--- src/design/otcs_pkg.sv ---
// Shared types, constants and helper functions of the one-tissue compartment simulator.
`timescale 1ns / 1ps
`default_nettype none

package otcs_pkg;

    // Number formats.
    localparam int FRAC_BITS = 16;
    localparam int VALUE_W   = 32;
    localparam int TIME_W    = 32;
    localparam int RATE_W    = 32;
    localparam int RATE_FRAC = 24;
    localparam int VB_W      = 25;
    localparam int INT_W     = 64;
    localparam int STATUS_W  = 2;
    localparam int CFG_IDX_W = 2;
    localparam int CFG_W     = 32;

    // Shared multiplier: a 33 bit operand covers the magnitude of a sum of two values.
    localparam int MUL_A_W = VALUE_W + 1;
    localparam int MUL_B_W = 32;
    localparam int PROD_W  = MUL_A_W + MUL_B_W;
    localparam int HALF_W  = 32;

    // Rounded trapezoid area, signed.
    localparam int TRAP_W = PROD_W - FRAC_BITS + 1;

    // Numerator accumulator and divider widths.
    localparam int ACC_W    = 116;
    localparam int DEN_W    = 65;
    localparam int DIVN_W   = ACC_W + 1;
    localparam int DIVD_W   = DEN_W + 1;
    localparam int QUOT_W   = 32;
    localparam int REM_W    = DIVD_W + QUOT_W;
    localparam int DCNT_W   = $clog2(QUOT_W);

    localparam int SHIFT_LO = FRAC_BITS + 1;
    localparam int SHIFT_HI = SHIFT_LO + HALF_W;

    localparam logic [DEN_W-1:0] DEN_BASE =
        {{(DEN_W-1){1'b0}}, 1'b1} << (RATE_FRAC + FRAC_BITS + 1);

    localparam logic [QUOT_W-1:0] LIM_POS = {1'b0, {(QUOT_W-1){1'b1}}};
    localparam logic [QUOT_W-1:0] LIM_NEG = {1'b1, {(QUOT_W-1){1'b0}}};

    // Configuration register indexes.
    localparam logic [CFG_IDX_W-1:0] CFG_K1 = 2'd0;
    localparam logic [CFG_IDX_W-1:0] CFG_K2 = 2'd1;
    localparam logic [CFG_IDX_W-1:0] CFG_VB = 2'd2;

    // Result status codes.
    localparam logic [STATUS_W-1:0] STATUS_OK       = 2'd0;
    localparam logic [STATUS_W-1:0] STATUS_BACKWARD = 2'd1;
    localparam logic [STATUS_W-1:0] STATUS_IGNORED  = 2'd2;

    typedef enum logic [4:0] {
        S_IDLE,
        S_CHECK,
        S_ART_MUL,
        S_ART_ACC,
        S_VB_ACC,
        S_K1L_ACC,
        S_K1H_ACC,
        S_K2L_ACC,
        S_K2H_ACC,
        S_KDT,
        S_KDL_ACC,
        S_KDH_ACC,
        S_PREP,
        S_DSTART,
        S_DWAIT,
        S_TIS_MUL,
        S_TIS_ACC,
        S_EMIT
    } state_t;

    typedef struct packed {
        logic done;
        logic ovf;
    } div_stat_t;

    // Rounds a doubled trapezoid product to nearest (ties away from zero) and applies the sign.
    function automatic logic [TRAP_W-1:0] trap_round(input logic [PROD_W-1:0] p,
                                                     input logic neg);
        logic [PROD_W:0]          tmp;
        logic [PROD_W-FRAC_BITS-1:0] mag;
        tmp = {1'b0, p} + ({{PROD_W{1'b0}}, 1'b1} << FRAC_BITS);
        mag = tmp[PROD_W:FRAC_BITS+1];
        return neg ? (TRAP_W'(0) - {1'b0, mag}) : {1'b0, mag};
    endfunction

    // Saturating add of a trapezoid area to a running integral, limits +-(2^63-1).
    function automatic logic [INT_W-1:0] sat_add(input logic [INT_W-1:0] a,
                                                 input logic [TRAP_W-1:0] b);
        logic [INT_W:0] s;
        s = {a[INT_W-1], a} + {{(INT_W+1-TRAP_W){b[TRAP_W-1]}}, b};
        if (!s[INT_W] && s[INT_W-1]) begin
            return {1'b0, {(INT_W-1){1'b1}}};
        end else if (s[INT_W] && (!s[INT_W-1] || (s[INT_W-2:0] == '0))) begin
            return {1'b1, {(INT_W-2){1'b0}}, 1'b1};
        end else begin
            return s[INT_W-1:0];
        end
    endfunction

endpackage

`default_nettype wire

--- src/design/otcs_mul.sv ---
// Shared registered multiplier used for every product of the tissue update.
`timescale 1ns / 1ps
`default_nettype none

module otcs_mul
    import otcs_pkg::*;
(
    input  wire logic               aclk,
    input  wire logic [MUL_A_W-1:0] op_a,
    input  wire logic [MUL_B_W-1:0] op_b,
    output logic      [PROD_W-1:0]  prod
);

    logic [PROD_W-1:0] prod_reg;
    logic [PROD_W-1:0] prod_next;

    always_comb begin
        prod_next = PROD_W'(op_a) * PROD_W'(op_b);
    end

    always_ff @(posedge aclk) begin
        prod_reg <= prod_next;
    end

    assign prod = prod_reg;

endmodule

`default_nettype wire

--- config.mk ---
export PLATFORM = sky130hd
export DESIGN_NAME = otcs_mul
export DESIGN_NICKNAME = d
export VERILOG_FILES = /design/src/design/otcs_pkg.sv /design/src/design/otcs_mul.sv
export SDC_FILE = /design/constraint.sdc
export NUM_CORES = 2
export LEC_CHECK = 0
export BUFFER_PORTS_ARGS = -buffer_cell sky130_fd_sc_hd__buf_2
export CORE_MARGIN = 4
export CORE_UTILIZATION = 66
export DETAILED_ROUTE_END_ITERATION = 10
export MAX_ROUTING_LAYER = met4
export PLACE_DENSITY = 0.84
export SLEW_MARGIN = 20
export SYNTH_ARGS = -nofsm -noshare
export SYNTH_HDL_FRONTEND = slang
export SYNTH_SLANG_ARGS = --single-unit
--- constraint.sdc ---
create_clock -name aclk -period 9.54 [get_ports aclk]
set_clock_uncertainty 0.1 [all_clocks]
set_input_delay 1.431 -clock aclk [delete_from_list [all_inputs] [get_ports aclk]]
set_output_delay 1.431 -clock aclk [all_outputs]
set_load 0.005 [all_outputs]
Yosys cells after proc, flatten, opt, wreduce, memory -nomap -nowiden

Cells that the tools add are included.

Register bits: 65
Output and inout bits: 65

$mul: 1

Operators with widths:

| operator                                       | count |
|---|---|
| 33-bit by 32-bit multiplier with 65-bit output | 1 |

Logic depth before layout (Yosys ltp)

Depth in word-level cells: 1
Mapped depth: 27
Gate-level depth less buffers: 25

Least setup slack after synthesis

No wires, ideal clock.

Path kind: input to register
Start: input port op_a[28]
End: register prod_reg[61], in the netlist prod[61]
Setup time: 72 ps
Data arrival time: 8237 ps
Path slack: 1131 ps
Stages on the path: 24
Buffers on the path: 1
Cells stage by stage: clkbuf_1 -> nand2_1 -> fa_1 -> inv_1 -> fa_1 -> fa_1 -> inv_1 -> fa_1 -> inv_1 -> fa_1 -> fa_1 -> fa_1 -> inv_1 -> fa_1 -> inv_1 -> ha_1 -> nand2_2 -> or3_4 -> or4_4 -> o21ai_2 -> o31ai_2 -> or3_1 -> a311oi_2 -> xor2_1

Word-level cells in the longest chain between the ends: 1

Ends and longest elaborated chain:

| element                                        | RTL line       | text |
|---|---|---|
| start, declared                                | otcs_mul.sv:9  | `input wire logic [MUL_A_W-1:0] op_a,` |
| 33-bit by 32-bit multiplier with 65-bit output | otcs_mul.sv:18 | `prod_next = PROD_W'(op_a) * PROD_W'(op_b);` |
| named net prod_next[61]                        | otcs_mul.sv:15 | `logic [PROD_W-1:0] prod_next;` |
| end signal, assigned                           | otcs_mul.sv:22 | `prod_reg <= prod_next;` |
| end, declared                                  | otcs_mul.sv:14 | `logic [PROD_W-1:0] prod_reg;` |

The timed path passes the listed nets, and every way through them passes these cells.

Final worst setup path

Start: input port op_a[12]
End: register prod_reg[51], in the netlist prod[51]

The elaborated chain is that of the path after synthesis.

==> flow_summary.toml <==
[outcome]
outcome = "finished clean"

[sta]
fin_tns_setup_ns = 0
relSlewSlack = 0.467
fin_crit_ns = 9.14
setup_viol = 0
worst_pin_slew_ns = 0.800
period_share = 0.958
timing.fmax_mhz = 109
hold_violations = 0
maxSlewViolCount = 0
rsz0062_at_grt = "no"

[synth]
yosysWarningCount = 0
synthArstFlopShare = 0
yosysSeqAreaShare = 0.0369
yosys_register_bits = 65
ys.flop_type = "dfxtp_1"
synth_area_um2 = 35300
syn_area_per_cell_um2 = 9.08
synth_cell_type_count = 55
ys_top_cells_by_count = "fa_1 (926), inv_1 (926), nand2_1 (616), and2_1 (485), ha_1 (264)"
synth_top_cell_by_area = "fa_1"
synth_cells = 3885
synth.top_cell.area_share = 0.525
postSynthNetCount = 5141
synth_edf_count = 0
yosys-top-cells-area = "fa_1 (53%), inv_1 (9.9%), ha_1 (9.4%), and2_1 (8.6%), nand2_1 (6.6%)"

[routing]
wl_met3_um = 7780
met1Wirelength_um = 30900
wl_um = 95600
dr.first_iter.drc_count = 1888
vias = 26600
drc_errors = 0
wl_per_cell_um = 20.9
dr.pass1.iters = 6
highest_layer = "met4"
ant_nets = 0
met2_length_um = 48000
viasPerCell = 5.83

[global_routing]
first_global_vias = 30400
grt_use_total = 0.359
grt_pass1_wl_um = 155000
grt_max_degree = 34
antenna_found_initial = 4
grt.overflow.total = 0

[worst_hold_path]
hp-class = "input port to flop"

[die]
fp-row-count = 84
die_w_um = 239
core_area_um2 = 52800
die_h_um = 239
die_area_um2 = 57200
initial_core_util = 0.669
io_pins = 131

[critical_path]
path_cells = "buf_2, and2_1, fa_1, fa_1, fa_1, inv_1, fa_1, inv_1, fa_1, inv_1, fa_1, inv_1, fa_1, fa_1, ha_1, a21oi_1, o211ai_1, a21boi_0, nand2_1, o21ai_0, a21oi_1, a31oi_1, o21ai_0, xor2_1"
crit_cells = 24
crit_family = "adder cells"
crit_top_cell = "fa_1"
cp_max_fo = 32
crit_start = "op_a[12]"
worst_path_max_delay_cell = "fa_1"
worstPathRequired_ns = 9.66
critical_path_arrival_ns = 9.26
critPathLaunchType = "input port"
endpoint = "prod[51]"
cpPeakStageDelay_ns = 0.56
crit_path_end_kind = "flop"
cp_num_buf_inv = 5
crit_type = "input port to flop"

[layout]
nNetsFinal = 5124
drive_gt1_frac = 0.0553
syn2layout_area_growth_pct = 4.12
largest_register_ffs = 65

[cts]
hold_buffers = 0
clock_path_buffers = 2
cts_resized = 0
cts_tree = "done"
cts_setup_buffers = 0
cts_sinks = 65
clkTransAtPathRegs_ns = 0.06
cts_buffers = 9
root_buffer = "clkbuf_16"
htreeDepth = 3

[place]
gp_congestion = 0.999
dp_hpwl_um = 79300
port_buffers = 130

[job]
drv_cap = 0
==> layout by cell type (no fill, tap or decap), drive strengths merged, types with 4 or more instances in the layout <==
cell type / instances
nor2: 36
inv: 929
clkbuf: 11
ha: 264
nand3: 14
nand4: 15
o21ai: 46
nand2: 618
nor4: 4
diode: 4
and2: 485
o21bai: 14
a21o: 33
dfxtp: 65
buf: 185
nor3: 8
fa: 926
and3: 6
a31oi: 14
xor2: 25
nor2b: 8
xnor2: 40
a211oi: 5
o211ai: 7
a21oi: 66
a21boi: 4
==> layer usage <==
| metal | track usage | up-vias |
|---|---|---|
| met5 | - | - |
| met3 | 0.0505 | 514 |
| met4 | 0.257 | 0 |
| met2 | 0.600 | 1417 |
| li1 | - | 11200 |
| met1 | 0.398 | 13500 |
==> cell families (layout without fill, tap and decap cells) <==
kind of cell               Yosys count  after routing  share of synthesized area
AOI/OAI and AO/OA                  217            217                     0.0390
other                                0              4                          0
and+or+nand+nor                   1207           1207                      0.167
buffers and inverters             1141           1129                      0.121
adders and majority gates         1190           1190                      0.619
xor gates and xnor gates            65             65                     0.0161
DFF                                 65             65                     0.0369
==> layout make-up <==
type	count	area, um2
Multi-Input combinational cell	2679	29700
Clock buffer	9	225
Antenna cell	4	10.0
Inverter	926	3480
Tap cell	688	861
Clock inverter	7	77.6
Sequential cell	65	1300
Fill cell	4010	16000
Timing Repair Buffer	187	1080
==> metrics by stage <==
step	setup slack (ns)	instances	util	hold WS, ns	area, um2
6_report	0.399	4565	0.696	1.64	36700
5_1_grt	0.0610	4565	0.696	1.65	36700
4_1_cts	0.373	4561	0.696	1.62	36700
3_5_place_dp	0.0558	4545	0.690	1.71	36400
3_3_place_gp	0.146	4545	0.690	1.71	36400
2_1_floorplan	1.13	3885	-	1.46	35300
==> how the worst min path moves through the flow <==
stage               startpoint  endpoint  depth (start not counted)
global placement      prod[20]  prod[20]                          1
CTS                    op_b[0]   prod[0]                          2
global route           op_b[0]   prod[0]                          2
detailed placement     prod[6]   prod[6]                          1
finish                 op_b[0]   prod[0]                          2
floorplan              op_b[0]   prod[0]                          1
Power is left out: the tool's default activity adds up to more than one toggle a clock period on the data nets, which glitch-free logic cannot reach.
