`config.mk`:
```
export PLATFORM = sky130hd
export DESIGN_NAME = otcs_div
export DESIGN_NICKNAME = d
export VERILOG_FILES = /design/src/design/otcs_pkg.sv /design/src/design/otcs_div.sv
export SDC_FILE = /design/constraint.sdc
export NUM_CORES = 1
export LEC_CHECK = 0
export ABC_AREA = 1
export BUFFER_PORTS_ARGS = -buffer_cell sky130_fd_sc_hd__buf_2
export CAP_MARGIN = 5
export CORE_MARGIN = 4
export CORE_UTILIZATION = 40
export CTS_BUF_LIST = sky130_fd_sc_hd__clkbuf_16
export CTS_CLUSTER_DIAMETER = 40
export DETAILED_ROUTE_END_ITERATION = 16
export GPL_TIMING_DRIVEN = 0
export PLACE_DENSITY = 0.62
export SYNTH_ARGS = -nofsm -noshare
export SYNTH_HDL_FRONTEND = slang
export SYNTH_SLANG_ARGS = --single-unit
```
`constraint.sdc`:
```
create_clock -name aclk -period 11.9 [get_ports aclk]
set_input_delay 2.38 -clock aclk [delete_from_list [all_inputs] [get_ports aclk]]
set_output_delay 2.38 -clock aclk [all_outputs]
set_load 0.01 [all_outputs]
```
`src/design/otcs_pkg.sv`:
```
// Shared types, constants and helper functions of the one-tissue compartment simulator.
`timescale 1ns / 1ps
`default_nettype none

package otcs_pkg;

    // Number formats.
    localparam int FRAC_BITS = 16;
    localparam int VALUE_W   = 32;
    localparam int TIME_W    = 32;
    localparam int RATE_W    = 32;
    localparam int RATE_FRAC = 24;
    localparam int VB_W      = 25;
    localparam int INT_W     = 64;
    localparam int STATUS_W  = 2;
    localparam int CFG_IDX_W = 2;
    localparam int CFG_W     = 32;

    // Shared multiplier: a 33 bit operand covers the magnitude of a sum of two values.
    localparam int MUL_A_W = VALUE_W + 1;
    localparam int MUL_B_W = 32;
    localparam int PROD_W  = MUL_A_W + MUL_B_W;
    localparam int HALF_W  = 32;

    // Rounded trapezoid area, signed.
    localparam int TRAP_W = PROD_W - FRAC_BITS + 1;

    // Numerator accumulator and divider widths.
    localparam int ACC_W    = 116;
    localparam int DEN_W    = 65;
    localparam int DIVN_W   = ACC_W + 1;
    localparam int DIVD_W   = DEN_W + 1;
    localparam int QUOT_W   = 32;
    localparam int REM_W    = DIVD_W + QUOT_W;
    localparam int DCNT_W   = $clog2(QUOT_W);

    localparam int SHIFT_LO = FRAC_BITS + 1;
    localparam int SHIFT_HI = SHIFT_LO + HALF_W;

    localparam logic [DEN_W-1:0] DEN_BASE =
        {{(DEN_W-1){1'b0}}, 1'b1} << (RATE_FRAC + FRAC_BITS + 1);

    localparam logic [QUOT_W-1:0] LIM_POS = {1'b0, {(QUOT_W-1){1'b1}}};
    localparam logic [QUOT_W-1:0] LIM_NEG = {1'b1, {(QUOT_W-1){1'b0}}};

    // Configuration register indexes.
    localparam logic [CFG_IDX_W-1:0] CFG_K1 = 2'd0;
    localparam logic [CFG_IDX_W-1:0] CFG_K2 = 2'd1;
    localparam logic [CFG_IDX_W-1:0] CFG_VB = 2'd2;

    // Result status codes.
    localparam logic [STATUS_W-1:0] STATUS_OK       = 2'd0;
    localparam logic [STATUS_W-1:0] STATUS_BACKWARD = 2'd1;
    localparam logic [STATUS_W-1:0] STATUS_IGNORED  = 2'd2;

    typedef enum logic [4:0] {
        S_IDLE,
        S_CHECK,
        S_ART_MUL,
        S_ART_ACC,
        S_VB_ACC,
        S_K1L_ACC,
        S_K1H_ACC,
        S_K2L_ACC,
        S_K2H_ACC,
        S_KDT,
        S_KDL_ACC,
        S_KDH_ACC,
        S_PREP,
        S_DSTART,
        S_DWAIT,
        S_TIS_MUL,
        S_TIS_ACC,
        S_EMIT
    } state_t;

    typedef struct packed {
        logic done;
        logic ovf;
    } div_stat_t;

    // Rounds a doubled trapezoid product to nearest (ties away from zero) and applies the sign.
    function automatic logic [TRAP_W-1:0] trap_round(input logic [PROD_W-1:0] p,
                                                     input logic neg);
        logic [PROD_W:0]          tmp;
        logic [PROD_W-FRAC_BITS-1:0] mag;
        tmp = {1'b0, p} + ({{PROD_W{1'b0}}, 1'b1} << FRAC_BITS);
        mag = tmp[PROD_W:FRAC_BITS+1];
        return neg ? (TRAP_W'(0) - {1'b0, mag}) : {1'b0, mag};
    endfunction

    // Saturating add of a trapezoid area to a running integral, limits +-(2^63-1).
    function automatic logic [INT_W-1:0] sat_add(input logic [INT_W-1:0] a,
                                                 input logic [TRAP_W-1:0] b);
        logic [INT_W:0] s;
        s = {a[INT_W-1], a} + {{(INT_W+1-TRAP_W){b[TRAP_W-1]}}, b};
        if (!s[INT_W] && s[INT_W-1]) begin
            return {1'b0, {(INT_W-1){1'b1}}};
        end else if (s[INT_W] && (!s[INT_W-1] || (s[INT_W-2:0] == '0))) begin
            return {1'b1, {(INT_W-2){1'b0}}, 1'b1};
        end else begin
            return s[INT_W-1:0];
        end
    endfunction

endpackage

`default_nettype wire

```
`src/design/otcs_div.sv`:
```
// Restoring divider that yields one quotient bit per cycle and flags quotient overflow.
`timescale 1ns / 1ps
`default_nettype none

module otcs_div
    import otcs_pkg::*;
(
    input  wire logic              aclk,
    input  wire logic              aresetn,
    input  wire logic              start,
    input  wire logic [DIVN_W-1:0] num,
    input  wire logic [DIVD_W-1:0] den,
    output div_stat_t              stat,
    output logic      [QUOT_W-1:0] quot
);

    logic              busy_reg, busy_next;
    logic              done_reg, done_next;
    logic              ovf_reg, ovf_next;
    logic [DCNT_W-1:0] cnt_reg, cnt_next;
    logic [REM_W-1:0]  rem_reg, rem_next;
    logic [REM_W-1:0]  dsh_reg, dsh_next;
    logic [QUOT_W-1:0] quot_reg, quot_next;
    logic              ge;

    assign ge = (rem_reg >= dsh_reg);

    always_comb begin
        busy_next = busy_reg;
        done_next = 1'b0;
        ovf_next  = ovf_reg;
        cnt_next  = cnt_reg;
        rem_next  = rem_reg;
        dsh_next  = dsh_reg;
        quot_next = quot_reg;
        if (start) begin
            // A quotient that needs more than QUOT_W bits saturates anyway.
            ovf_next  = (num >= {{(DIVN_W-DIVD_W-QUOT_W){1'b0}}, den, {QUOT_W{1'b0}}});
            rem_next  = num[REM_W-1:0];
            dsh_next  = {1'b0, den, {(QUOT_W-1){1'b0}}};
            quot_next = '0;
            cnt_next  = '0;
            busy_next = 1'b1;
        end else if (busy_reg) begin
            rem_next  = ge ? (rem_reg - dsh_reg) : rem_reg;
            quot_next = {quot_reg[QUOT_W-2:0], ge};
            dsh_next  = dsh_reg >> 1;
            cnt_next  = cnt_reg + 1'b1;
            if (cnt_reg == DCNT_W'(QUOT_W - 1)) begin
                busy_next = 1'b0;
                done_next = 1'b1;
            end
        end
    end

    always_ff @(posedge aclk) begin
        if (!aresetn) begin
            busy_reg <= 1'b0;
            done_reg <= 1'b0;
            cnt_reg  <= '0;
        end else begin
            busy_reg <= busy_next;
            done_reg <= done_next;
            cnt_reg  <= cnt_next;
        end
    end

    always_ff @(posedge aclk) begin
        ovf_reg  <= ovf_next;
        rem_reg  <= rem_next;
        dsh_reg  <= dsh_next;
        quot_reg <= quot_next;
    end

    assign stat.done = done_reg;
    assign stat.ovf  = ovf_reg;
    assign quot      = quot_reg;

endmodule

`default_nettype wire

```
## Word level (Yosys, flattened, before mapping)

Index checks and enable logic that the tools add are counted.

- Flip-flop bits (word level): 235
- Input port bits: 186
- Output and inout bits: 34

- $add $sub $neg: 2
- Magnitude comparators: 2
- Eq/ne operators: 1
- Multiplexer cells: 9
- Bitwise logic cells: 2
- Reduce and logical (&&, ||, !) cells: 5

Operator list:

| kind | count |
|---|---|
| $mux 98 | 3 |
| $mux 97 | 2 |
| $ge 117x98->1 | 1 |
| $ge 98x97->1 | 1 |
| $sub 98x97->98 | 1 |
| $add 5x1->5 const B | 1 |
| $eq 5x5->1 const B | 1 |
| $mux 1 | 4 |
| $reduce_bool 2->1 | 2 |
| $reduce_or 3->1 | 1 |
| $not 1->1 | 2 |
| $reduce_and 2->1 | 1 |
| $reduce_or 2->1 | 1 |

## Depth between registers and ports, before layout

Gate-level depths: netlist of the first run.

- Word-level depth: 4
- Depth in mapped cells: 17
- Gate-level depth less buffers: 17

## Worst setup path before layout of the first run

Ideal clock, no wire load.

- Path type: input -> register
- Start point: input port start
- End point: register rem_reg[0], enable pin
- Setup time: 0.921 ns
- Arrival time: 4.776 ns
- Path slack: 6.203 ns
- Stages on the path: 5
- Cell sequence: inv_1 -> clkbuf_1 -> clkbuf_1 -> buf_2 -> nand2_1

- Cells in the longest elaborated chain, start to end: 2

Ends and longest elaborated chain:

| element | RTL line | text |
|---|---|---|
| start, declared | otcs_div.sv:10 | `input wire logic start,` |
| $reduce_bool 2->1 (no line) | - |  |
| $reduce_and 2->1 (no line) * | - |  |
| end signal, assigned | otcs_div.sv:70 | `rem_reg <= rem_next;` |
| end, declared | otcs_div.sv:21 | `logic [REM_W-1:0] rem_reg, rem_next;` |

Every way passes the cells marked *; elsewhere a longest branch is shown, timed or not.
A chain may end at the register's enable or synchronous reset.

## Worst setup path in the final report of the first run

- Start point: input port start
- End point: register rem_reg[2], enable pin

The elaborated chain is that of the path after synthesis.

==> results.cfg, run 1 <==
[status]
status = complete, no violations

[placement]
gp_congestion = 1.03
numPortBuffers = 219
dpl.hpwl_um = 67900

[job]
cap_violations = 0

[logic_synthesis]
syn_area_per_cell_um2 = 6.28
synth-warning-count = 0
synth_top_cell_area_share = 0.232
synth_area_mm2 = 0.0214
synth_flop_cell = edfxtp_1
async_flop_share = 0
synthCells = 3409
synth_top_cell_by_area = edfxtp_1
ys_ff_latch = 235
syn_nets = 3761
synth_edf_count = 165
synth.area.top_cells = edfxtp_1 23%, nand2_1 20%, inv_1 12%
yosysUniqueCellTypes = 40
ys_seq_area_frac = 0.297

[die]
die_h_um = 239
die_w_um = 239
rows = 84
core_mm2 = 0.0528
start_util = 0.406
dieArea_mm2 = 0.0573
io_pins = 220

[cts]
htreeDepth = 2
insertion_delay_ns = 0.57
cts-root-buf = clkbuf_16
cts_made_buffers = 44
cts_tree = done
cts_setup_buffers = 0
ctsHoldBuffers = 0
clk_pin_slew_ns = 0.06
cts.sinks = 235
post_cts_resize_count = 0
clk_path_buf_depth = 3

[timing]
fmax_mhz = 192
slew_headroom = 0.240
worstMarginPinSlew_ns = 1.14
fin_crit_sh = 0.437
hold_viol = 0
skew_ns = 0.0234
rsz0062_at_grt = false
fin_crit_ns = 5.20
hold_ws_ns = 0.474
finalSetupViolCount = 0
fin_tns_setup_ns = 0
slew_viol_final = 0

[final_layout]
multi_input_area_mm2 = 0.0122
fill_cells = 5747
area_growth_pct = 16.4
nNetsFinal = 4029
largest_register_ffs = 98
final-seq-area_mm2 = 0.00636
drive_gt1_frac = 0.111

[routing]
drtAntennaViolNets = 0
routed_via_density = 4.99
drt_iter0_drc = 1777
dr.pass1.iters = 6
drc = 0
routed-via-count = 21900
wl_per_cell_um = 18.2
drt-total-wl_um = 80300

[critical_path]
worstPathRequired_ns = 12.18
worstPathArrival_ns = 5.48
startpoint_type = primary input
path_max_fanout = 57
crit_type = primary input to flop
reg2reg_slack_ns = 7.68
end_kind = flop

[power]
peakVddDrop_v = 0.0000945
power_density_mw_per_mm2 = 184
p_leak_nw = 13.2

[grt]
grt_pass1_wl_um = 121000
grt_start_max_net_pins = 58
antenna_found_initial = 0
grt_pass1_vias = 20800
grt_usage = 0.274
grt-ovfl-total = 0

[worst_hold_path]
hold_path_class = flop to flop
critical path, cell delays in order:
cell      delay [ns]
buf_2           0.13
inv_1           0.09
clkbuf_1        0.83
clkbuf_1        0.71
buf_2           0.41
nand2_4         0.44
buf_12          0.39
area by class of cell:
class / count / area share
clock inverters: 31 / 0.0110
repair buffers: 222 / 0.0465
plain buffers: 66 / 0.0104
inverters: 690 / 0.104
diodes: 1 / 0.000100
well taps: 688 / 0.0346
multi-input cells: 2418 / 0.490
flip-flops and latches: 235 / 0.255
clock buffers: 48 / 0.0482
logic make-up (layout without fill, tap and decap cells):
family	after synthesis	after routing	synth area share
xor gates and xnor gates	40	40	0.0164
buffers and inverters	756	1057	0.133
and+or+nand+nor	1818	1818	0.360
DFF	235	235	0.297
other	0	1	0
adders and majority gates	166	166	0.0974
AOI/OAI and AO/OA	394	394	0.0956
metrics by stage:
stage               utilization  total power [mW]  cell area, µm²  cells  setup WS, ns
global route              0.472              4.89           24900   4398          6.63
CTS                       0.472              4.56           24900   4398          6.63
finish                    0.472              4.58           24900   4399          6.70
floorplan                     -              2.58           21400   3409          6.20
global placement          0.443              3.28           23400   4316          3.34
detailed placement        0.444              3.29           23400   4319          6.02
cells in the final DEF, fill, tap and decap left out, drive strengths merged, types with 98 or more instances in the layout:
cell | synthesis | final
inv | 690 | 704
nor2 | 305 | 305
edfxtp | 165 | 165
a21oi | 162 | 162
clkbuf | 50 | 98
nand2 | 1159 | 1159
buf | 16 | 238
o21ai | 202 | 202
nand3 | 221 | 221
ha | 165 | 165
where the power goes:
part           switching, mW  total, mW  internal (mW)
logic                   1.54       2.23          0.690
registers             0.0504       1.10           1.05
clock network          0.453       1.25          0.796
total                   2.04       4.58           2.53
layer usage:
metal / global-route usage / up-vias / wire length (µm)
met5: 0 / - / 0
met4: 0.0744 / 0 / 2360
met3: 0.0325 / 114 / 4660
met2: 0.439 / 636 / 35000
met1: 0.393 / 9932 / 38300
li1: - / 11300 / -
Yosys cell counts (31+ instances only):
cell type and instances:
ha_1 165, dfxtp_1 70, a21oi_1 162, nand4_1 43, clkbuf_1 50, o21ai_0 190, nand3_1 217, edfxtp_1 165
xnor2_1 31, nand2_1 1132, inv_1 676, nor2_1 271
path summary, 6_finish.rpt:
path | depth (start not counted) | end | start
max reg2reg | 6 | rem_reg[2] | busy_reg
max | 7 | rem_reg[2] | start
min | 2 | dsh_reg[14] | dsh_reg[15]
min reg2reg | 2 | dsh_reg[14] | dsh_reg[15]
No activity file was read; power rests on OpenSTA's default activity.
==> inputs of run 2 (changes only) <==
--- a/config.mk
+++ b/config.mk
@@ -14,7 +14,7 @@
 export CTS_CLUSTER_DIAMETER = 40
 export DETAILED_ROUTE_END_ITERATION = 16
 export GPL_TIMING_DRIVEN = 0
-export PLACE_DENSITY = 0.62
+export PLACE_DENSITY = 0.64
 export SYNTH_ARGS = -nofsm -noshare
 export SYNTH_HDL_FRONTEND = slang
 export SYNTH_SLANG_ARGS = --single-unit
==> constraint.sdc (replaced) <==
create_clock -name aclk -period 4.75 [get_ports aclk]
set_input_delay 0.95 -clock aclk [delete_from_list [all_inputs] [get_ports aclk]]
set_output_delay 0.95 -clock aclk [all_outputs]
set_load 0.01 [all_outputs]
==> run 2 against run 1 <==
Clock skew is 0.0014 ns higher. Register-to-register slack got worse by 7.2 ns. Global-route usage down 0.11 points. Sequential power grew 150%. Routed wire length down 0.13%. Critical endpoint is now rem_reg[76].
==> results.cfg, run 2 (synthesis results as in run 1) <==
[routing]
drc = 0
drt_iter0_drc = 2045
drt-total-wl_um = 80100
routed-via-count = 22000
dr.pass1.iters = 6
wl_per_cell_um = 18.3
drtAntennaViolNets = 0
routed_via_density = 5.02

[power]
p_sw_frac = 0.461
peakVddDrop_v = 0.000215
p_int_mw = 5.95
clkPwrFrac = 0.246
power_density_mw_per_mm2 = 448
power_switching_mw = 5.10
power_frac_seq = 0.249
p_leak_nw = 13.1
power_frac_comb = 0.506

[cts]
cts_setup_buffers = 0
cts-root-buf = clkbuf_16
clk_pin_slew_ns = 0.06
clk_path_buf_depth = 3
htreeDepth = 2
cts_tree = done
ctsHoldBuffers = 0
post_cts_resize_count = 0
cts_made_buffers = 39
insertion_delay_ns = 0.56
cts.sinks = 235

[die]
dieArea_mm2 = 0.0573
io_pins = 220
die_w_um = 239
start_util = 0.406
rows = 84
die_h_um = 239
core_mm2 = 0.0528

[critical_path]
critPathMaxStageDelay_ns = 1.04
crit_slowest_cell = clkbuf_1
startpoint_type = flop
path_max_fanout = 55
crit_type = flop to flop
worstPathCellList = clkbuf_1, clkbuf_1, clkbuf_1, nand2_1, nand2_4, buf_16
crit_top_cell = clkbuf_1
worstPathArrival_ns = 4.51
end_kind = flop
worstPathRequired_ns = 4.97

[grt]
grt-ovfl-total = 0
grt_pass1_wl_um = 119000
antenna_found_initial = 1
grt_pass1_vias = 20600
grt_start_max_net_pins = 56
grt_usage = 0.273

[timing]
rsz0062_at_grt = false
fin_crit_ns = 4.29
slew_headroom = 0.0916
fin_crit_sh = 0.903
slew_viol_final = 0
skew_ns = 0.0248
finalSetupViolCount = 0
hold_viol = 0
worstMarginPinSlew_ns = 1.36
fmax_mhz = 233

[final_layout]
fill_cells = 5831
final-seq-area_mm2 = 0.00636
final_area_mm2 = 0.0247
drive_gt1_frac = 0.109
final_cell_mix = 1131 x nand2_1, 678 x inv_1, 271 x nor2_1
nNetsFinal = 4024
area_growth_pct = 15.3
largest_register_ffs = 98
final_common_cell = nand2_1
fin_util = 0.468
multi_input_area_mm2 = 0.0122

[placement]
gp_congestion = 1.02
numPortBuffers = 219
dpl.hpwl_um = 67600
place_area_mm2 = 0.0234

[status]
status = complete, no violations

[worst_hold_path]
hold_path_class = flop to flop

[job]
cap_violations = 0
## run 2: changes by cell type in the layout (fill, tap and decap cells not counted), sizes merged
| cell | before | now |
|---|---|---|
| clkbuf | 98 | 89 |
| bufinv | 3 | 1 |
| inv | 704 | 706 |
| clkinv | 11 | 10 |
| clkinvlp | 3 | 4 |
## run 2: through the flow
stage | setup WS (ns) | TNS, ns | hold slack [ns] | instances | total power [mW]
3_5_place_dp | 0.332 | 0 | 0.466 | 4319 | 8.23
3_3_place_gp | -2.41 | -278.63 | 0.458 | 4316 | 8.21
5_1_grt | 0.361 | 0 | 0.501 | 4389 | 11.8
4_1_cts | 0.489 | 0 | 0.462 | 4389 | 11.0
2_1_floorplan | 0.479 | 0 | 0.444 | 3409 | 6.48
6_report | 0.460 | 0 | 0.470 | 4390 | 11.0
## run 2: area by class of cell
type | count | share of cell area
multi-input cells | 2418 | 0.494
plain buffers | 66 | 0.0105
repair buffers | 222 | 0.0473
clock inverters | 31 | 0.0105
well taps | 688 | 0.0349
clock buffers | 39 | 0.0396
inverters | 690 | 0.105
diodes | 1 | 0.000101
flip-flops and latches | 235 | 0.258
## run 2: per-layer routing
| metal | up-vias | wire length (µm) | track usage |
|---|---|---|---|
| met2 | 651 | 34400 | 0.426 |
| met1 | 9995 | 37300 | 0.387 |
| li1 | 11300 | - | - |
| met3 | 128 | 5330 | 0.0410 |
| met5 | - | 0 | 0 |
| met4 | 0 | 3180 | 0.0955 |
## run 2: worst max-delay path: cells and delay by family (launching register included)
kind | cells | cell delay [ns]
buf+inv | 4 | 2.52
simple gates | 2 | 0.87
flops | 1 | 0.52
## run 2: power by group through the flow
stage | clock (mW) | combinational [mW] | sequential [mW]
2_1_floorplan | 0 | 3.70 | 2.77
3_3_place_gp | 0 | 5.42 | 2.79
3_5_place_dp | 0 | 5.44 | 2.79
4_1_cts | 2.76 | 5.48 | 2.75
5_1_grt | 2.85 | 6.19 | 2.78
6_report | 2.71 | 5.59 | 2.75
## run 2: final timing paths
kind              slack (ns)  startpoint     endpoint  depth (start not counted)
setup / recovery        0.46    busy_reg  rem_reg[76]                          6
hold / removal          0.47  cnt_reg[4]   cnt_reg[4]                          2
setup reg to reg        0.46    busy_reg  rem_reg[76]                          6
hold reg to reg         0.47  cnt_reg[4]   cnt_reg[4]                          2
==> inputs of run 3 (changes only) <==
--- a/config.mk
+++ b/config.mk
@@ -8,7 +8,6 @@
 export ABC_AREA = 1
 export BUFFER_PORTS_ARGS = -buffer_cell sky130_fd_sc_hd__buf_2
 export CAP_MARGIN = 5
-export CORE_MARGIN = 4
 export CORE_UTILIZATION = 40
 export CTS_BUF_LIST = sky130_fd_sc_hd__clkbuf_16
 export CTS_CLUSTER_DIAMETER = 40
==> run 3 against run 2 <==
Global-route usage is 1.0 points higher. Fmax grew 19%. First-iteration DRC count down 15%. Sequential power about the same. Worst hold slack gained 0.0064 ns. Largest power group unchanged. Die area fell by 5.0%. Critical path depth did not move. Worst setup slack improved by 0.69 ns. Via count up 1.1%. Flip-flop and latch count did not move. Routed wire length down 3.6%. Clock skew increased by 0.0017 ns.
==> results.cfg, run 3 (synthesis results as in run 1) <==
[status]
status = complete, no violations

[placement]
dpl.hpwl_um = 64700
numPortBuffers = 219
gp_congestion = 1.11
post-place-ws_ns = 0.835

[cts]
cts_setup_buffers = 0
cts-root-buf = clkbuf_16
insertion_delay_ns = 0.58
cts_tree = done
ctsHoldBuffers = 0
cts.sinks = 235
cts_made_buffers = 44
post_cts_resize_count = 0
htreeDepth = 2
clk_pin_slew_ns = 0.06
clk_path_buf_depth = 3

[timing]
skew_ns = 0.0264
fin_crit_ns = 3.60
worstMarginPinSlew_ns = 1.26
setup_ws_ns = 1.15
slew_headroom = 0.160
fin_crit_sh = 0.758
hold_ws_ns = 0.476
hold_viol = 0
rsz0062_at_grt = false
finalSetupViolCount = 0
fmax_mhz = 278
slew_viol_final = 0

[final_layout]
fill_cells = 5733
final_common_cell = nand2_1
drive_gt1_frac = 0.112
largest_register_ffs = 98
nNetsFinal = 4029
area_growth_pct = 16.7
fin_util = 0.474
final_cell_mix = 1131 x nand2_1, 677 x inv_1, 271 x nor2_1

[die]
die_w_um = 233
die_h_um = 233
dieArea_mm2 = 0.0544
start_util = 0.406
io_pins = 220
core_mm2 = 0.0527
rows = 84

[routing]
top_layer = met4
drtAntennaViolNets = 0
drt-total-wl_um = 77200
drt_iter0_drc = 1737
wl_met2_um = 33100
routed-via-count = 22300
met3_length_um = 5860
wl_per_cell_um = 17.5
dr.pass1.iters = 6
routed_via_density = 5.06
drc = 0
wl_met1_um = 35100

[critical_path]
crit_type = flop to flop
crit_family = buffers and inverters
startpoint_type = flop
crit_top_cell = clkbuf_1
worstPathArrival_ns = 3.83
worstPathRequired_ns = 4.98
critPathBufInv = 4
worstPathCellList = clkbuf_1, clkbuf_1, clkbuf_1, nand2_1, nand2_4, buf_16
path_max_fanout = 52
crit_slowest_cell = clkbuf_1
critPathMaxStageDelay_ns = 0.88
end_kind = flop

[job]
cap_violations = 0

[grt]
antenna_found_initial = 2
grt_pass1_vias = 20800
grt_usage = 0.284
grt_pass1_wl_um = 117000
grt_start_max_net_pins = 56
grt-ovfl-total = 0

[worst_hold_path]
hold_path_class = flop to flop

[power]
power_density_mw_per_mm2 = 460
p_leak_nw = 13.2
p_total_mw = 11.5
peakVddDrop_v = 0.000341
## run 3: worst paths after layout
| path | endpoint | depth (start not counted) | slack (ns) | from |
|---|---|---|---|---|
| setup reg to reg | rem_reg[79] | 6 | 1.15 | busy_reg |
| hold reg to reg | cnt_reg[4] | 2 | 0.48 | cnt_reg[4] |
| setup / recovery | rem_reg[79] | 6 | 1.15 | busy_reg |
| hold / removal | cnt_reg[4] | 2 | 0.48 | cnt_reg[4] |
## run 3: tightest hold or removal path, cell delays in order (launching register included)
cell and delay (ns):
dfxtp_1 0.31, nand2_1 0.06, a21oi_1 0.06
## run 3: metrics by stage
step / setup TNS, ns / instance area, µm² / instances
floorplan: 0 / 21400 / 3409
global placement: -264.10 / 23400 / 4316
detailed placement: 0 / 23400 / 4319
CTS: 0 / 25000 / 4401
global route: 0 / 25000 / 4402
finish: 0 / 25000 / 4402
## run 3: cell type report
cell class / instances / area [µm²] / area share
Antenna cell: 1 / 2.50 / 0.000100
Buffer: 66 / 260 / 0.0104
Clock buffer: 46 / 1150 / 0.0461
Clock inverter: 36 / 365 / 0.0146
Inverter: 690 / 2590 / 0.104
Multi-Input combinational cell: 2418 / 12200 / 0.489
Sequential cell: 235 / 6360 / 0.255
Tap cell: 688 / 861 / 0.0345
Timing Repair Buffer: 222 / 1180 / 0.0472
## run 3: power breakdown
group | switching, mW | internal, mW
clock | 1.18 | 2.00
sequential | 0.126 | 2.62
combinational | 3.82 | 1.73
## run 3: per-layer routing
metal / up-vias / track usage
met5: - / 0
met4: 0 / 0.116
met3: 158 / 0.0430
met2: 781 / 0.445
met1: 10000 / 0.387
li1: 11300 / -
